File: config.mk
export PLATFORM = sky130hd
export DESIGN_NAME = lcd_window_pixel_serializer_top
export DESIGN_NICKNAME = d
export VERILOG_FILES = /design/src/rtl/core/lcdwps_pkg.sv /design/src/rtl/core/lcd_window_pixel_serializer_top.sv /design/src/rtl/core/lcdwps_map.sv
export VERILOG_INCLUDE_DIRS = /design/src /design/src/rtl/core
export SDC_FILE = /design/constraint.sdc
export NUM_CORES = 1
export LEC_CHECK = 0
export BUFFER_PORTS_ARGS = -buffer_cell sky130_fd_sc_hd__buf_2
export CORE_UTILIZATION = 62
export DETAILED_ROUTE_END_ITERATION = 16
export HOLD_SLACK_MARGIN = 0.03
export PLACE_DENSITY = 0.86
export SLEW_MARGIN = 20
export SYNTH_ARGS = -nofsm -noshare
export SYNTH_HDL_FRONTEND = slang
export SYNTH_SLANG_ARGS = --single-unit
File: constraint.sdc
create_clock -name clk -period 6.6 [get_ports clk]
set_input_delay 0.66 -clock clk [delete_from_list [all_inputs] [get_ports clk]]
set_output_delay 0.66 -clock clk [all_outputs]
set_load 0.02 [all_outputs]
File: src/rtl/core/lcd_window_pixel_serializer_top_macros.svh
// Assertion macros for the display byte serializer.
// Outside synthesis they expand to concurrent assertions; with SYNTH set they vanish.
`ifndef LCD_WINDOW_PIXEL_SERIALIZER_TOP_MACROS_SVH
`define LCD_WINDOW_PIXEL_SERIALIZER_TOP_MACROS_SVH

`ifndef SYNTH
// check on every edge out of reset
`define LCDWPS_CHECK(lbl, prop, msg) \
	lbl: assert property (@(posedge clk) disable iff (!arst_n) prop) else $error(msg);
// check on every edge, reset included
`define LCDWPS_CHECK_RST(lbl, prop, msg) \
	lbl: assert property (@(posedge clk) prop) else $error(msg);
`else
`define LCDWPS_CHECK(lbl, prop, msg)
`define LCDWPS_CHECK_RST(lbl, prop, msg)
`endif

`endif

File: src/rtl/core/lcdwps_pkg.sv
package lcdwps_pkg;

	localparam int unsigned PANEL_WIDTH_DEF  = 176;
	localparam int unsigned PANEL_HEIGHT_DEF = 220;

	// panel register commands
	localparam logic [7:0] CMD_HEND   = 8'h37;
	localparam logic [7:0] CMD_HSTART = 8'h36;
	localparam logic [7:0] CMD_VEND   = 8'h39;
	localparam logic [7:0] CMD_VSTART = 8'h38;
	localparam logic [7:0] CMD_ADDRX  = 8'h20;
	localparam logic [7:0] CMD_ADDRY  = 8'h21;
	localparam logic [7:0] CMD_MEMWR  = 8'h22;

	// orientation codes
	localparam logic [1:0] ORIENT_NATIVE = 2'd0;
	localparam logic [1:0] ORIENT_ROT1   = 2'd1;
	localparam logic [1:0] ORIENT_ROT2   = 2'd2;
	localparam logic [1:0] ORIENT_ROT3   = 2'd3;

	localparam logic ACTION_WINDOW = 1'b0;
	localparam logic ACTION_PIXEL  = 1'b1;

	typedef enum logic [2:0] {
		SL_HEND,
		SL_HSTART,
		SL_VEND,
		SL_VSTART,
		SL_ADDRX,
		SL_ADDRY,
		SL_MEMWR
	} slot_t;

	typedef enum logic [1:0] {
		PH_CMD,
		PH_HI,
		PH_LO
	} phase_t;

	typedef struct packed {
		logic        action;
		logic [7:0]  x_start;
		logic [7:0]  y_start;
		logic [7:0]  x_end;
		logic [7:0]  y_end;
		logic [15:0] pixel;
	} item_t;

	typedef struct packed {
		logic       is_data;
		logic [7:0] out_byte;
		logic       last;
	} result_t;

	// position of the serializer inside one transaction
	typedef struct packed {
		slot_t  slot;
		phase_t phase;
	} pos_t;

endpackage

File: src/rtl/core/lcd_window_pixel_serializer_top.sv
// Display byte serializer: turns window set-up and pixel transactions into a
// tagged byte stream for a panel link.
// Input: present item with start high; it is taken at an edge where busy is
// low. A window item rotates its rectangle by the orientation register and
// yields 19 bytes (six register writes of command, high byte, low byte, then
// the memory-write command); a pixel item yields its colour as two data bytes.
// Output: one byte per cycle on result, marked by strobe for exactly one cycle;
// result.last flags the final byte of a transaction. The receiver cannot stall.
// An accepted item and its position are registered first; its first byte is then
// registered on result with strobe high, from which the receiver takes it.
// Throughput: one byte per cycle, set by the single output byte register; busy
// drops in the cycle before the final byte reaches result, so the next
// transaction follows with no gap.
// Configuration: cfg_data is written to the orientation register when cfg_valid
// is high (cfg_ready is always high); write it only while the block is idle.
// Reset: asynchronous, active low; the stream stops and orientation returns to
// native.
module lcd_window_pixel_serializer_top #(
	parameter int unsigned PANEL_WIDTH  = lcdwps_pkg::PANEL_WIDTH_DEF,
	parameter int unsigned PANEL_HEIGHT = lcdwps_pkg::PANEL_HEIGHT_DEF
) (
	input  logic                clk,
	input  logic                arst_n,
	input  logic                start,
	output logic                busy,
	input  lcdwps_pkg::item_t   item,
	output logic                strobe,
	output lcdwps_pkg::result_t result,
	input  logic                cfg_valid,
	output logic                cfg_ready,
	input  logic [1:0]          cfg_data
);

	`include "lcd_window_pixel_serializer_top_macros.svh"

	lcdwps_pkg::item_t   item_q;
	lcdwps_pkg::result_t res_q;
	lcdwps_pkg::result_t res_next;
	lcdwps_pkg::pos_t    pos;
	lcdwps_pkg::slot_t   slot_q;
	lcdwps_pkg::phase_t  phase_q;
	logic                active_q;
	logic                strobe_q;
	logic [1:0]          orient_q;
	logic                last_now;
	logic                accept;

	assign cfg_ready = 1'b1;

	assign pos.slot  = slot_q;
	assign pos.phase = phase_q;

	always_comb begin
		if (item_q.action == lcdwps_pkg::ACTION_PIXEL) begin
			last_now = (phase_q == lcdwps_pkg::PH_LO);
		end else begin
			last_now = (slot_q == lcdwps_pkg::SL_MEMWR);
		end
	end

	// free up during the final byte so the next transaction follows directly
	assign busy   = active_q && !last_now;
	assign accept = start && !busy;

	always_ff @(posedge clk or negedge arst_n) begin
		if (!arst_n) begin
			orient_q <= lcdwps_pkg::ORIENT_NATIVE;
		end else if (cfg_valid && cfg_ready) begin
			orient_q <= cfg_data;
		end
	end

	always_ff @(posedge clk or negedge arst_n) begin
		if (!arst_n) begin
			active_q <= 1'b0;
			slot_q   <= lcdwps_pkg::SL_HEND;
			phase_q  <= lcdwps_pkg::PH_CMD;
			strobe_q <= 1'b0;
		end else begin
			strobe_q <= active_q;
			if (accept) begin
				active_q <= 1'b1;
				slot_q   <= lcdwps_pkg::SL_HEND;
				// a pixel skips the command phase
				phase_q  <= (item.action == lcdwps_pkg::ACTION_PIXEL) ?
					lcdwps_pkg::PH_HI : lcdwps_pkg::PH_CMD;
			end else if (active_q && last_now) begin
				active_q <= 1'b0;
			end else if (active_q) begin
				if (phase_q == lcdwps_pkg::PH_LO) begin
					phase_q <= lcdwps_pkg::PH_CMD;
					slot_q  <= lcdwps_pkg::slot_t'(slot_q + 3'd1);
				end else begin
					phase_q <= lcdwps_pkg::phase_t'(phase_q + 2'd1);
				end
			end
		end
	end

	always_ff @(posedge clk) begin
		if (accept) begin
			item_q <= item;
		end
		if (active_q) begin
			res_q <= res_next;
		end
	end

	lcdwps_map #(
		.PANEL_WIDTH (PANEL_WIDTH),
		.PANEL_HEIGHT(PANEL_HEIGHT)
	) u_map (
		.item       (item_q),
		.orientation(orient_q),
		.pos        (pos),
		.result     (res_next)
	);

	assign strobe = strobe_q;
	assign result = res_q;

	`LCDWPS_CHECK(a_accept_then_byte, (start && !busy) |=> ##1 strobe, "accepted item gave no byte")
	`LCDWPS_CHECK(a_no_gap, (strobe && !result.last) |=> strobe, "gap inside a transaction")
	`LCDWPS_CHECK(a_last_cmd_memwr, (strobe && !result.is_data && result.last) |-> (result.out_byte == lcdwps_pkg::CMD_MEMWR), "final command byte is not memory write")
	`LCDWPS_CHECK_RST(a_reset_quiet, !arst_n |-> !strobe, "strobe during reset")

endmodule

File: src/rtl/core/lcdwps_map.sv
module lcdwps_map #(
	parameter int unsigned PANEL_WIDTH  = lcdwps_pkg::PANEL_WIDTH_DEF,
	parameter int unsigned PANEL_HEIGHT = lcdwps_pkg::PANEL_HEIGHT_DEF
) (
	input  lcdwps_pkg::item_t   item,
	input  logic [1:0]          orientation,
	input  lcdwps_pkg::pos_t    pos,
	output lcdwps_pkg::result_t result
);

	localparam logic [15:0] WM1 = 16'(PANEL_WIDTH - 1);
	localparam logic [15:0] HM1 = 16'(PANEL_HEIGHT - 1);

	logic [15:0] xs, ys, xe, ye;
	logic [15:0] nx1, nx2, ny1, ny2, cx, cy;
	logic [15:0] value;
	logic [7:0]  cmd;

	assign xs = {8'h00, item.x_start};
	assign ys = {8'h00, item.y_start};
	assign xe = {8'h00, item.x_end};
	assign ye = {8'h00, item.y_end};

	// rotate the window into panel coordinates, subtractions wrap at 16 bits
	always_comb begin
		unique case (orientation)
			lcdwps_pkg::ORIENT_ROT1: begin
				nx1 = WM1 - ye;
				nx2 = WM1 - ys;
				ny1 = xs;
				ny2 = xe;
				cx  = WM1 - ys;
				cy  = xs;
			end
			lcdwps_pkg::ORIENT_ROT2: begin
				nx1 = WM1 - xe;
				nx2 = WM1 - xs;
				ny1 = HM1 - ye;
				ny2 = HM1 - ys;
				cx  = WM1 - xs;
				cy  = HM1 - ys;
			end
			lcdwps_pkg::ORIENT_ROT3: begin
				nx1 = ys;
				nx2 = ye;
				ny1 = HM1 - xe;
				ny2 = HM1 - xs;
				cx  = ys;
				cy  = HM1 - xs;
			end
			default: begin
				nx1 = xs;
				nx2 = xe;
				ny1 = ys;
				ny2 = ye;
				cx  = xs;
				cy  = ys;
			end
		endcase
	end

	always_comb begin
		unique case (pos.slot)
			lcdwps_pkg::SL_HEND: begin
				cmd   = lcdwps_pkg::CMD_HEND;
				value = nx1;
			end
			lcdwps_pkg::SL_HSTART: begin
				cmd   = lcdwps_pkg::CMD_HSTART;
				value = nx2;
			end
			lcdwps_pkg::SL_VEND: begin
				cmd   = lcdwps_pkg::CMD_VEND;
				value = ny1;
			end
			lcdwps_pkg::SL_VSTART: begin
				cmd   = lcdwps_pkg::CMD_VSTART;
				value = ny2;
			end
			lcdwps_pkg::SL_ADDRX: begin
				cmd   = lcdwps_pkg::CMD_ADDRX;
				value = cx;
			end
			lcdwps_pkg::SL_ADDRY: begin
				cmd   = lcdwps_pkg::CMD_ADDRY;
				value = cy;
			end
			default: begin
				cmd   = lcdwps_pkg::CMD_MEMWR;
				value = 16'h0000;
			end
		endcase
	end

	// pixel bytes come straight from the colour, window bytes from the slot
	always_comb begin
		if (item.action == lcdwps_pkg::ACTION_PIXEL) begin
			result.is_data  = 1'b1;
			result.out_byte = (pos.phase == lcdwps_pkg::PH_LO) ? item.pixel[7:0] : item.pixel[15:8];
			result.last     = (pos.phase == lcdwps_pkg::PH_LO);
		end else begin
			unique case (pos.phase)
				lcdwps_pkg::PH_HI: begin
					result.is_data  = 1'b1;
					result.out_byte = value[15:8];
				end
				lcdwps_pkg::PH_LO: begin
					result.is_data  = 1'b1;
					result.out_byte = value[7:0];
				end
				default: begin
					result.is_data  = 1'b0;
					result.out_byte = cmd;
				end
			endcase
			result.last = (pos.slot == lcdwps_pkg::SL_MEMWR);
		end
	end

endmodule
== Word level (Yosys, flattened, before mapping) ==
Cells that the tools add are included.

* Output and inout port bits: 13
* Bits in registers: 68
* Word-level logic and storage cells: 70
* Input bits: 55

* Equality and inequality tests: 12
* Reductions and logical operators: 11
* $add $sub $neg: 10
* Mux-type cells: 23

{| class="wikitable"
|+ Operators by type and width
! operator !! number
|-
| $pmux W16 S3 || 6
|-
| $pmux W16 S6 || 1
|-
| $sub A8 B8 Y9 const A || 8
|-
| $pmux W5 S6 || 1
|-
| $pmux W9 S2 || 1
|-
| $mux W3 || 4
|-
| $eq A3 B3 Y1 const B || 3
|-
| $mux W9 || 1
|-
| $mux W2 || 4
|-
| $mux W8 || 1
|-
| $eq A2 B2 Y1 const B || 3
|-
| $eq A3 B2 Y1 const B || 2
|-
| $reduce_bool A2 Y1 || 3
|-
| $eq A2 B1 Y1 const B || 2
|-
| $mux W1 || 4
|-
| $add A3 B1 Y3 const B || 1
|-
| $eq A3 B1 Y1 const B || 1
|-
| $logic_and A1 B1 Y1 || 3
|-
| $logic_not A3 Y1 || 1
|-
| $reduce_and A3 Y1 || 1
|-
| $add A2 B1 Y2 const B || 1
|-
| $logic_not A1 Y1 || 2
|-
| $ne A2 B2 Y1 const B || 1
|-
| $reduce_and A2 Y1 || 1
|}

== Depth between registers and ports, before layout ==
Gate-level depths: netlist (run 1).

* Depth in word-level cells: 8
* Gate-level depth with buffers: 13
* Gate-level depth less buffers: 11

== By module ==
Synthesis (run 1) repeated with hierarchy kept, for this count alone.

* Cell total of the unflattened synthesis: 445
* Area, all modules: 4583.1 µm²

{| class="wikitable"
|+ Modules (own cells, without submodules)
! module !! area each (µm²) !! cells each !! instances
|-
| lcdwps_map || 2351.0 || 348 || 1
|-
| lcd_window_pixel_serializer_top || 2232.1 || 97 || 1
|}

== Least setup slack after synthesis (run 1) ==
Ideal clock, no wire load.

* Path kind: flip-flop to flip-flop
* Start: register slot_q[0]
* End: register item_q[0] (netlist bit) (enable)
* Cell stages (with the launch flop): 8
* Required time: 6.188 ns
* Buffers on the path: 0
* Data arrival time: 2.194 ns
* Path slack: 3.995 ns
* Period minus slack after synthesis: 2.605 ns
* Cells stage by stage: dfrtp_1 inv_1 ha_1 nand2_1 nor2_1 a21oi_1 nand2_1 and2_1

* Cells in the longest elaborated chain, start to end: 6

{| class="wikitable"
|+ RTL lines
! element !! RTL line !! RTL
|-
| start: declaration || lcd_window_pixel_serializer_top.sv:40 || <nowiki>lcdwps_pkg::slot_t slot_q;</nowiki>
|-
| start signal: assignment || lcd_window_pixel_serializer_top.sv:76 || <nowiki>slot_q <= lcdwps_pkg::SL_HEND;</nowiki>
|-
| start signal: assignment || lcd_window_pixel_serializer_top.sv:83 || <nowiki>slot_q <= lcdwps_pkg::SL_HEND;</nowiki>
|-
| start signal: assignment || lcd_window_pixel_serializer_top.sv:92 || <nowiki>slot_q <= lcdwps_pkg::slot_t'(slot_q + 3'd1);</nowiki>
|-
| $eq A3 B3 Y1 || lcd_window_pixel_serializer_top.sv:57 || <nowiki>last_now = (slot_q == lcdwps_pkg::SL_MEMWR);</nowiki>
|-
| $mux W1 || lcd_window_pixel_serializer_top.sv:54 || <nowiki>if (item_q.action == lcdwps_pkg::ACTION_PIXEL) begin</nowiki>
|-
| $logic_not A1 Y1 || lcd_window_pixel_serializer_top.sv:62 || <nowiki>assign busy = active_q && !last_now;</nowiki>
|-
| $logic_and A1 B1 Y1 || lcd_window_pixel_serializer_top.sv:62 ||
|-
| $logic_not A1 Y1 || lcd_window_pixel_serializer_top.sv:63 || <nowiki>assign accept = start && !busy;</nowiki>
|-
| $logic_and A1 B1 Y1 || lcd_window_pixel_serializer_top.sv:63 ||
|-
| named net accept || lcd_window_pixel_serializer_top.sv:46 || <nowiki>logic accept;</nowiki>
|-
| end signal: assignment || lcd_window_pixel_serializer_top.sv:102 || <nowiki>item_q <= item;</nowiki>
|-
| end: declaration || lcd_window_pixel_serializer_top.sv:36 || <nowiki>lcdwps_pkg::item_t item_q;</nowiki>
|}

The timed path passes the listed nets, and every way through them passes these cells.
A chain may end at the register's enable or synchronous reset.

==> flow_metrics.tcl, run 1 <==
set metrics [dict create \
    htreeDepth 3 \
    start_util_pct 65.5 \
    grt_max_degree 60 \
    fmax_mhz 287 \
    cts_setup_buffers 0 \
    leakage_nw 1.97 \
    hold_path_class "input port to asynchronous set/reset pin" \
    pre_cts_slack_ns 3.27 \
    finalMaxSlewViolations 0 \
    grt_pass1_vias 3704 \
    final_nets 580 \
    cts.sinks 68 \
    clock_latency_ns 0.36 \
    grt_first_pass_wirelength_um 18900 \
    num_vias 4055 \
    port_buffers 66 \
    cellPowerDensity_mw_per_mm2 342 \
    die_area_mm2 0.00769 \
    arrival_ns 3.63 \
    reg2reg_slack_ns 3.11 \
    clk_pin_slew_worst_paths_ns 0.08 \
    internal-power_mw 1.03 \
    grt.overflow.total 0 \
    pwr-share-comb_pct 41.1 \
    via_per_inst 6.68 \
    period_share_pct 52.8 \
    fin_crit_ns 3.49 \
    synth_warnings 0 \
    hold_buffers 0 \
    async_flop_share_pct 13.2 \
    final-setup-viol-count 0 \
    yosysUniqueCellTypes 64 \
    pin_count 68 \
    wl_per_cell_um 20.4 \
    dp_cells 591 \
    setup_slack_ns 3.11 \
    clockRootBuffer "clkbuf_8" \
    synth_enable_flop_cells 59 \
    final_common_cell "buf_2" \
    netSwitchingFraction_pct 40.8 \
    synthMuxAreaShare_pct 7.31 \
    synthCells 456 \
    coreArea_mm2 0.00694 \
    status "finished, final reports clean" \
    area_growth_pct 11.8 \
    final_core_util_pct 73.3 \
    cts_tree "done" \
    dpl_cell_area_mm2 0.00488 \
    ys_ff_latch 68 \
    fin_worst_skew_ns 0.00955 \
    layout_common_cells "buf_2, edfxtp_1, nand2_1" \
    syn-cell-area_mm2 0.00455 \
    peakVddDrop_v 0.000201 \
    die_w_um 87.7 \
    hold_ws_ns 0.132 \
    diodes 0 \
    synth-simple-area-share_pct 13.8 \
    drt-pass1-iter-count 5 \
    finalSetupTns_ns 0 \
    rsz0062_at_grt "no" \
    drc 0 \
    fillers 507 \
    die_h_um 87.7 \
    ys_seq_area_share_pct 43.9 \
    synth_top_family_by_area "compound AO/OA/AOI/OAI gates" \
    dpl.hpwl_um 8450 \
    critPathRequiredTime_ns 6.75 \
    synth_ff_type "edfxtp_1" \
    rows 30 \
    drt_iter0_drc 540 \
    synth.avg_cell_area_um2 9.98 \
    drtAntennaViolNets 0 \
    hold_viol_final 0 \
    track_usage_pct 33.3 \
    cts_resized 0 \
    routed_wl_um 12400 \
    p_switching_mw 0.712 \
    clock_power_share_pct 20.6 \
    max-slew-margin-rel_pct 25.0 \
    place_congestion 0.985 \
    drv_cap 0 \
    cts_max_path_buffers 2 \
    end_kind "register" \
    yosys.area_share.adder_pct 5.22 \
    drive_gt1_share_pct 21.1 \
    crit_type "register to register" \
    synthXorXnorAreaFrac_pct 4.23 \
    fin_cells 607 \
    synth_nets 530 \
    antenna_found_initial 0 \
    cp_max_fo 33 \
    p_seq_share_pct 38.3 \
    worst_pin_slew_ns 1.12 \
    synth-compound-area-share_pct 20.5 \
    design_area_mm2 0.00509 \
    cts_buffers 9 \
    start_kind "register" \
    power_mw 1.74 \
]
==> cell families (layout without fill, tap and decap cells) <==
| kind of cell | Yosys count | after routing |
|---|---|---|
| AO/OA/AOI/OAI | 139 | 139 |
| other | 1 | 1 |
| flip-flops | 68 | 68 |
| multiplexers | 28 | 28 |
| XOR/XNOR | 22 | 22 |
| adder cells (fa/ha/maj) | 19 | 19 |
| AND/OR/NAND/NOR | 127 | 127 |
| buffers and inverters | 52 | 107 |
==> routing by layer <==
layer | share of wire [%] | up-vias | global-route usage (%) | wire length, um
li1 | - | 1806 | - | -
met1 | 41 | 1933 | 44.1 | 5100
met2 | 47 | 262 | 53.1 | 5800
met3 | 8.3 | 54 | 6.41 | 1030
met4 | 3.6 | 0 | 15.6 | 446
met5 | 0 | - | 0 | 0
==> Yosys cell counts, types with 9 or more instances <==
master    count  area [um2]
a21oi_1      25         125
a221oi_1     11        96.3
a22oi_1       9        67.6
buf_2        10        50.1
clkbuf_1     14        52.6
dfrtp_1       9         225
edfxtp_1     59        1770
ha_1         19         238
inv_1        22        82.6
mux2i_1      16         160
nand2_1      42         158
nand2b_1     10        62.6
nand3_1      13        65.1
nor2_1       20        75.1
nor2b_1      10        62.6
o21ai_0      38         190
xnor2_1      15         131
==> path summary, 6_finish.rpt <==
check	start	end	cells after the start
max reg2reg	orient_q[0]$_DFFE_PN0P_	result[4]$_DFFE_PP_	9
min	arst_n	slot_q[1]$_DFFE_PN0P_	1
min in group clk	item[47]	item_q[47]$_DFFE_PP_	1
max	orient_q[0]$_DFFE_PN0P_	result[4]$_DFFE_PP_	9
min reg2reg	slot_q[0]$_DFFE_PN0P_	slot_q[0]$_DFFE_PN0P_	1
max in group asynchronous	arst_n	phase_q[0]$_DFFE_PN0P_	1
==> critical path, cell delays in order, from the launching register on <==
cell	delay (ns)
dfrtp_1	0.87
buf_4	0.46
nand2_2	0.23
mux2_2	0.33
ha_1	0.21
a21oi_2	0.08
nor4_1	0.29
o2111a_1	0.35
nor2b_2	0.10
a221oi_1	0.34
==> layout make-up <==
type                            count  area [um2]  share of cell area (%)
Clock buffer                        9         124                    2.43
Clock inverter                      7        82.6                    1.62
Inverter                           22        82.6                    1.62
Multi-Input combinational cell    336        2330                    45.8
Sequential cell                    68        2000                    39.2
Tap cell                           96         120                    2.36
Timing Repair Buffer               69         353                    6.93
==> sequential cells by signal, indices dropped and copies added, names as in the netlist <==
register,cells
result,10
item_q,49
strobe,1
slot_q,3
phase_q,2
orient_q,2
active_q,1
==> power groups by stage <==
stage          sequential, mW  combinational, mW  clock, mW
2_1_floorplan           0.676              0.472          0
3_3_place_gp            0.670              0.675          0
3_5_place_dp            0.673              0.692          0
4_1_cts                 0.664              0.695      0.365
5_1_grt                 0.677              0.767      0.380
6_report                0.667              0.716      0.360
Power figures use the tool's default switching activity.
==> inputs of run 2 (changes only) <==
--- a/config.mk
+++ b/config.mk
@@ -7,10 +7,10 @@
 export NUM_CORES = 1
 export LEC_CHECK = 0
 export BUFFER_PORTS_ARGS = -buffer_cell sky130_fd_sc_hd__buf_2
-export CORE_UTILIZATION = 62
+export CORE_UTILIZATION = 52
 export DETAILED_ROUTE_END_ITERATION = 16
 export HOLD_SLACK_MARGIN = 0.03
-export PLACE_DENSITY = 0.86
+export PLACE_DENSITY = 0.77
 export SLEW_MARGIN = 20
 export SYNTH_ARGS = -nofsm -noshare
 export SYNTH_HDL_FRONTEND = slang
==> constraint.sdc (replaced) <==
create_clock -name clk -period 3.2 [get_ports clk]
set_input_delay 0.32 -clock clk [delete_from_list [all_inputs] [get_ports clk]]
set_output_delay 0.32 -clock clk [all_outputs]
set_load 0.02 [all_outputs]
==> flow_metrics.tcl, run 2 (synthesized netlist as in run 1, its figures left out) <==
set metrics [dict create \
    cts_max_path_buffers 2 \
    seqCellArea_mm2 0.00200 \
    crit_type "register to register" \
    cts.sinks 68 \
    drt-pass1-iter-count 5 \
    hold_buffers 1 \
    htreeDepth 3 \
    layout_common_cells "buf_2, edfxtp_1, nand2_1" \
    arrival_ns 3.00 \
    hold_path_class "input port to register" \
    max-slew-margin-rel_pct 51.9 \
    track_usage_pct 29.7 \
    status "finished, final reports clean" \
    final-setup-viol-count 0 \
    coreArea_mm2 0.00834 \
    cts_tree "done" \
    pin_count 68 \
    cellPowerDensity_mw_per_mm2 703 \
    peakVddDrop_v 0.000366 \
    period_share_pct 88.9 \
    dpl.hpwl_um 9290 \
    clk_pin_slew_worst_paths_ns 0.08 \
    end_kind "register" \
    drv_cap 0 \
    final_core_util_pct 62.9 \
    p_switching_mw 1.45 \
    drtAntennaViolNets 0 \
    drc 0 \
    critPathRequiredTime_ns 3.35 \
    hold_depth 1 \
    final_nets 596 \
    drive_gt1_share_pct 23.1 \
    fmax_mhz 352 \
    multi_input_area_mm2 0.00233 \
    hold_ws_ns 0.132 \
    fillers 713 \
    netSwitchingFraction_pct 39.4 \
    setup_slack_ns 0.356 \
    port_buffers 66 \
    grt_pass1_vias 3829 \
    power_mw 3.69 \
    die_area_mm2 0.00913 \
    p_seq_share_pct 36.5 \
    cts_buffers 9 \
    final_common_cell "buf_2" \
    start_kind "register" \
    place_congestion 0.988 \
    cp_max_fo 6 \
    start_util_pct 54.6 \
    rows 33 \
    largest_register_ffs 49 \
    rsz0062_at_grt "no" \
    grt_first_pass_wirelength_um 20000 \
    rr_startpoint "slot_q[0]$_DFFE_PN0P_" \
    finalSetupTns_ns 0 \
    drt_iter0_drc 303 \
    grt_max_degree 31 \
    finalMaxSlewViolations 0 \
    r2r-end "result[4]$_DFFE_PP_" \
    routed_wl_um 13000 \
    wl_per_cell_um 20.5 \
    hold_start "item[12]" \
    hold_end "item_q[12]$_DFFE_PP_" \
    internal-power_mw 2.23 \
    fin_cells 632 \
    via_per_inst 6.30 \
    antenna_found_initial 0 \
    r2r_cells 8 \
    clock_latency_ns 0.36 \
    cts_resized 0 \
    diodes 0 \
    grt.overflow.total 0 \
    pre_cts_slack_ns 0.456 \
    reg2reg_slack_ns 0.36 \
    clockRootBuffer "clkbuf_8" \
    area_growth_pct 15.2 \
    design_area_mm2 0.00525 \
    dpl_cell_area_mm2 0.00502 \
    pwr-share-comb_pct 41.5 \
    leakage_nw 2.05 \
    die_h_um 95.6 \
    num_vias 3981 \
    hold_viol_final 0 \
    cts_setup_buffers 0 \
    die_w_um 95.6 \
    clock_power_share_pct 22.0 \
    fin_worst_skew_ns 0.0140 \
    regMostFlops "item_q" \
    fin_crit_ns 2.84 \
    worst_pin_slew_ns 0.720 \
    dp_cells 615 \
]
-- run 2: layout make-up --
type	count	share of cell area [%]
clock inverter	6	1.69
multi-input combinational	336	44.4
sequential	68	38.1
clock buffer	10	2.43
inverter	22	1.57
tap	105	2.50
timing repair buffer	85	9.30
-- run 2: worst max path at each step --
stage	to	startpoint	slack [ns]
after floorplan	item_q[0]$_DFFE_PP_	slot_q[0]$_DFFE_PN0P_	0.59
after CTS	result[8]$_DFFE_PP_	slot_q[1]$_DFFE_PN0P_	0.42
after detailed placement	result[4]$_DFFE_PP_	slot_q[0]$_DFFE_PN0P_	0.46
after global placement	result[8]$_DFFE_PP_	slot_q[1]$_DFFE_PN0P_	0.41
final	result[4]$_DFFE_PP_	slot_q[0]$_DFFE_PN0P_	0.36
after global routing	result[8]$_DFFE_PP_	slot_q[1]$_DFFE_PN0P_	0.15
-- run 2: power by group through the flow --
| stage | logic [mW] | clock network (mW) | registers (mW) |
|---|---|---|---|
| final | 1.53 | 0.810 | 1.35 |
| after global routing | 1.66 | 0.860 | 1.37 |
| after detailed placement | 1.49 | 0 | 1.36 |
| after global placement | 1.47 | 0 | 1.36 |
| after CTS | 1.51 | 0.814 | 1.34 |
| after floorplan | 0.973 | 0 | 1.39 |
-- run 2: routing by layer --
layer  vias to the layer above  routed length (um)  track usage [%]
met5                         -                   0                0
met4                         0                 427             13.2
met3                        42                1010             5.82
met2                       213                6060             47.6
met1                      1883                5480             38.9
li1                       1843                   -                -
-- run 2: worst max-delay path: stages (launching register included) --
cell and delay, ns:
dfrtp_1 0.43, inv_1 0.10, ha_1 0.28, nor2b_1 0.50, nand2_1 0.23, nor4_1 0.35, o2111a_1 0.35, nor2b_2 0.10
a221oi_1 0.30
